## config.mk

```make
export PLATFORM = sky130hd
export DESIGN_NAME = kvi_div
export DESIGN_NICKNAME = d
export VERILOG_FILES = /design/src/hdl/kvi_pkg.sv /design/src/hdl/kvi_div.sv
export SDC_FILE = /design/constraint.sdc
export NUM_CORES = 1
export LEC_CHECK = 0
export BUFFER_PORTS_ARGS = -buffer_cell sky130_fd_sc_hd__buf_4
export CAP_MARGIN = 30
export CORE_MARGIN = 2
export CORE_UTILIZATION = 60
export DETAILED_ROUTE_END_ITERATION = 16
export GPL_TIMING_DRIVEN = 0
export PLACE_DENSITY = 0.85
export SETUP_SLACK_MARGIN = 0.02
export SLEW_MARGIN = 20
export SYNTH_ARGS = -nofsm -noshare
export SYNTH_HDL_FRONTEND = slang
export SYNTH_SLANG_ARGS = --single-unit
```

## constraint.sdc

```tcl
create_clock -name clk -period 5.7 [get_ports clk]
set_clock_uncertainty 0.2 [all_clocks]
set_input_delay 0.285 -clock clk [delete_from_list [all_inputs] [get_ports clk]]
set_output_delay 0.285 -clock clk [all_outputs]
set_load 0.03 [all_outputs]
```

## src/hdl/kvi_pkg.sv

```systemverilog
// ----------------------------------------------------------------------------
// kvi_pkg: shared types and constants
// Operation and result-kind codes, controller states and default sizes.
// ----------------------------------------------------------------------------
`default_nettype none

package kvi_pkg;

    localparam int DEF_MAX_TRACKS = 16;
    localparam int DEF_MAX_KEYS   = 64;
    localparam int DEF_FRAC_BITS  = 16;

    typedef enum logic [1:0] {
        OP_WRITE_KEY = 2'd0,
        OP_SET_COUNT = 2'd1,
        OP_SAMPLE    = 2'd2,
        OP_NONE      = 2'd3
    } op_t;

    typedef enum logic [1:0] {
        CASE_INTERP = 2'd0,
        CASE_EMPTY  = 2'd1,
        CASE_SINGLE = 2'd2,
        CASE_CLAMP  = 2'd3
    } case_t;

    typedef enum logic [2:0] {
        S_IDLE,
        S_READ,
        S_TEST,
        S_DIV,
        S_START,
        S_LANE,
        S_DONE
    } state_t;

endpackage

`default_nettype wire

```

## src/hdl/kvi_div.sv

```systemverilog
// ----------------------------------------------------------------------------
// kvi_div: segment fraction divider
// Restoring divider, one quotient bit per cycle: (num << FRAC_BITS) / den
// with num < den, so the quotient fits in FRAC_BITS bits.
// ----------------------------------------------------------------------------
`default_nettype none

module kvi_div #(
    parameter int FRAC_BITS = kvi_pkg::DEF_FRAC_BITS
) (
    input  wire logic                 clk,
    input  wire logic                 rst_n,
    input  wire logic                 start,
    input  wire logic [31:0]          num,
    input  wire logic [31:0]          den,
    output logic                      done,
    output logic [FRAC_BITS-1:0]      quot
);

    localparam int CNTW = $clog2(FRAC_BITS + 1);

    logic                 busy_reg;
    logic                 done_reg;
    logic [CNTW-1:0]      cnt_reg;
    logic [31:0]          rem_reg;
    logic [31:0]          den_reg;
    logic [FRAC_BITS-1:0] q_reg;
    logic [32:0]          shifted;
    logic [32:0]          trial;
    logic                 fits;

    assign shifted = {rem_reg, 1'b0};
    assign trial   = shifted - {1'b0, den_reg};
    assign fits    = shifted >= {1'b0, den_reg};

    always_ff @(posedge clk or negedge rst_n)
    begin
        if (!rst_n)
        begin
            busy_reg <= 1'b0;
            done_reg <= 1'b0;
            cnt_reg  <= '0;
        end
        else
        begin
            done_reg <= 1'b0;
            if (start)
            begin
                busy_reg <= 1'b1;
                cnt_reg  <= CNTW'(FRAC_BITS);
            end
            else if (busy_reg)
            begin
                cnt_reg <= cnt_reg - 1'b1;
                if (cnt_reg == CNTW'(1))
                begin
                    busy_reg <= 1'b0;
                    done_reg <= 1'b1;
                end
            end
        end
    end

    always_ff @(posedge clk)
    begin
        if (start)
        begin
            rem_reg <= num;
            den_reg <= den;
            q_reg   <= '0;
        end
        else if (busy_reg)
        begin
            rem_reg <= fits ? trial[31:0] : shifted[31:0];
            q_reg   <= {q_reg[FRAC_BITS-2:0], fits};
        end
    end

    assign done = done_reg;
    assign quot = q_reg;

endmodule

`default_nettype wire

```

==> summary.txt <==
Status
  – Status: complete, no violations

Drt
  – DR vias: 4747
  – DRC violations left: 0
  – Iteration-0 DRC Markers: 226
  – Routed wire length: 13.8 mm
  – DRT antenna net count: 0
  – Routed len/inst: 17.2 um
  – Via-to-Cell Ratio: 5.94
  – DRT Pass-1 Iters: 5

Placement
  – GP Congestion: 0.900
  – HPWL Detailed: between 9 and 10 mm
  – Number of placed instances, taps included: 750
  – Number of port buffers: 83

Die
  – FP Rows: 34
  – Die ar.: a little under 0.01 sq mm
  – Core area: 0.00872 sq mm
  – Die span in y: 99.0 um
  – Top Ports: 84
  – Initial core utilization: 0.622
  – DIE WIDTH: 99.0 um

Finish
  – Nets: between 700 and 800
  – Final cell count without fillers: 799
  – Filler Cell Count: 581
  – Antenna diodes: 0
  – Synth-to-layout area growth: 24.1%
  – Sequential cell area: 0.00242 sq mm
  – Share of post-route cells with drive strength above 1: 0.178
  – Multi-input combinational cell area: between 0.002 and 0.003 sq mm

Global route
  – Antenna violations before repair: 0
  – GRT Total Usage: 0.283
  – First-pass GRT wire length: 22.3 mm
  – Congestion Overflow GR: 0
  – Largest net degree at the start of global routing: 34
  – Number of global-route vias before repair: 4814

CTS
  – CTS tree: yes
  – Clock buffer depth: 2
  – Clock sinks: 87
  – Reg clk slew, reported paths: about 0.10 ns
  – Post-CTS Setup Bufs: 0
  – Worst skew pair latency: 0.36 ns
  – CTS H-Tree Depth: 3
  – CTS root buf: clkbuf_8
  – Cts bufs inserted: 9

Yosys
  – Largest family of logic cells by synthesized area: compound AO/OA/AOI/OAI gates
  – Yosys warnings: 0
  – Post-Synth Adder-Cell Area: 0.0822
  – Top FF cell, synth: edfxtp_1
  – Most frequent cells after synthesis: 66 x nand2_1, 64 x edfxtp_1, 48 x nor2_1, 41 x inv_1, 35 x a21oi_1
  – Compound-cell area share of the yosys netlist: 0.177
  – Cell with the most instances after synthesis: nand2_1
  – Syn Area/Cell: around 9.7 sq um
  – Synth cell types: 64
  – Seq/Total Area, Yosys: 0.446
  – Mux cell area share after synthesis: 0.0342
  – Fraction of registers with async set/reset: 0.0805
  – Largest cells by area after synthesis: edfxtp_1 35%, ha_1 7.8%, dfxtp_1 5.9%
  – Simple-gate share of the synthesized area: 0.162
  – Synthesized area: 0.00542 sq mm
  – Number of synthesized flops with an enable pin: 64
  – Net count after synthesis: 661
  – Post-synth top area cell: edfxtp_1
  – XOR/XNOR Fraction of Synth Area: 0.0436
  – Post-synth top area share: 0.355
  – Cell count after synthesis: roughly 560
  – Seq cells post-synth: 87

STA
  – Hold WS: slightly above 0.01 ns
  – RSZ-0062 raised after global routing: no
  – Worst rel slew slack: 0.418
  – Fin. max-slew vios: 0
  – Tmin final: 3.53 ns
  – Worst slew pin tran: 0.872 ns
  – Setup TNS: 0 ns
  – Final period utilization: 0.620
  – Fin. Hold Viols: 0
  – Final number of setup-violating endpoints: 0
  – Highest clock rate: 283 MHz

Pwr
  – PwrDens: approximately 490 mW/mm^2
  – Peak supply drop: 0.288 mV
  – Total power: approximately 3.3 mW
  – Leakage: 3.06 nW

Min path
  – HP Class: in -> reg

Worst setup path
  – Worst setup path category: reg -> reg
  – Critical Path RT: around 5.6 ns
  – Crit start category: flop
  – Worst Path Arrival: 3.42 ns
  – Worst Setup End Kind: flop
  – Critical path peak fanout: 10

Run
  – Max Cap Viol: 0
## critical path: stages (launching register included)
cell	delay [ns]
edfxtp_1	0.41
ha_1	0.37
and2_0	0.14
clkbuf_1	0.21
nand4_1	0.20
nor4_1	0.39
a31oi_1	0.12
o21ai_0	0.51
or2_4	0.24
buf_6	0.17
mux2i_1	0.21
o21ai_1	0.08
## metrics by stage
step | worst slack (ns) | util | cell area, sq um
detailed placement | 2.20 | 0.708 | 6180
finish | 2.17 | 0.771 | 6730
global placement | 2.31 | 0.708 | 6180
floorplan | 2.51 | - | 5420
CTS | 2.20 | 0.771 | 6730
global route | 1.97 | 0.771 | 6730
## where the power goes
| part | total, mW | internal (mW) | switching (mW) | leakage (nW) |
|---|---|---|---|---|
| logic | 1.83 | 0.767 | 1.06 | 2.09 |
| clock network | 0.472 | 0.221 | 0.251 | 0.111 |
| registers | 0.978 | 0.880 | 0.0975 | 0.861 |
| total | 3.28 | 1.87 | 1.41 | 3.06 |
## logic make-up (layout without fill, tap and decap cells)
family,Yosys count,after routing
muxes,18,18
buffers and inverters,67,199
DFF,87,87
xor gates and xnor gates,27,27
AOI/OAI and AO/OA,144,144
adders and majority gates,35,35
and+or+nand+nor,181,181
## what timing repair did
item | in CTS | in global routing
endpoints found under the hold margin | 39 | 0
gates resized for setup | 0 | 0
hold buffers | 33 | 0
## cells in the final DEF (no fill, tap or decap), types with 20 or more instances in the layout
master / instances
buf_4: 86
inv_1: 41
a31oi_1: 20
nor2_1: 48
ha_1: 34
edfxtp_1: 64
a21oi_1: 35
nand2_1: 66
dlygate4sd3_1: 33
## final timing paths
check,start,endpoint,slack (ns),cells past startpoint
setup / recovery,rem_reg[20],rem_reg[18],2.17,11
hold / removal,num[24],rem_reg[24],0.01,3
setup reg to reg,rem_reg[20],rem_reg[18],2.17,11
hold reg to reg,cnt_reg[4],cnt_reg[4],0.34,2
max in group asynchronous,rst_n,cnt_reg[4],5.10,2
min in group asynchronous,rst_n,cnt_reg[0],0.06,2
## cell type report
class,instances,area share
multi-input cells,405,0.402
flip-flops and latches,87,0.359
repair buffers,116,0.142
clock buffers,12,0.0264
inverters,41,0.0229
plain buffers,26,0.0212
well taps,108,0.0201
clock inverters,4,0.00595
## layer usage
layer / wire length [um] / GRT usage
met5: 0 / 0
met4: 318 / 0.0843
met3: 932 / 0.0582
met2: 6800 / 0.486
met1: 5710 / 0.361
No activity file was read; power rests on OpenSTA's default activity.
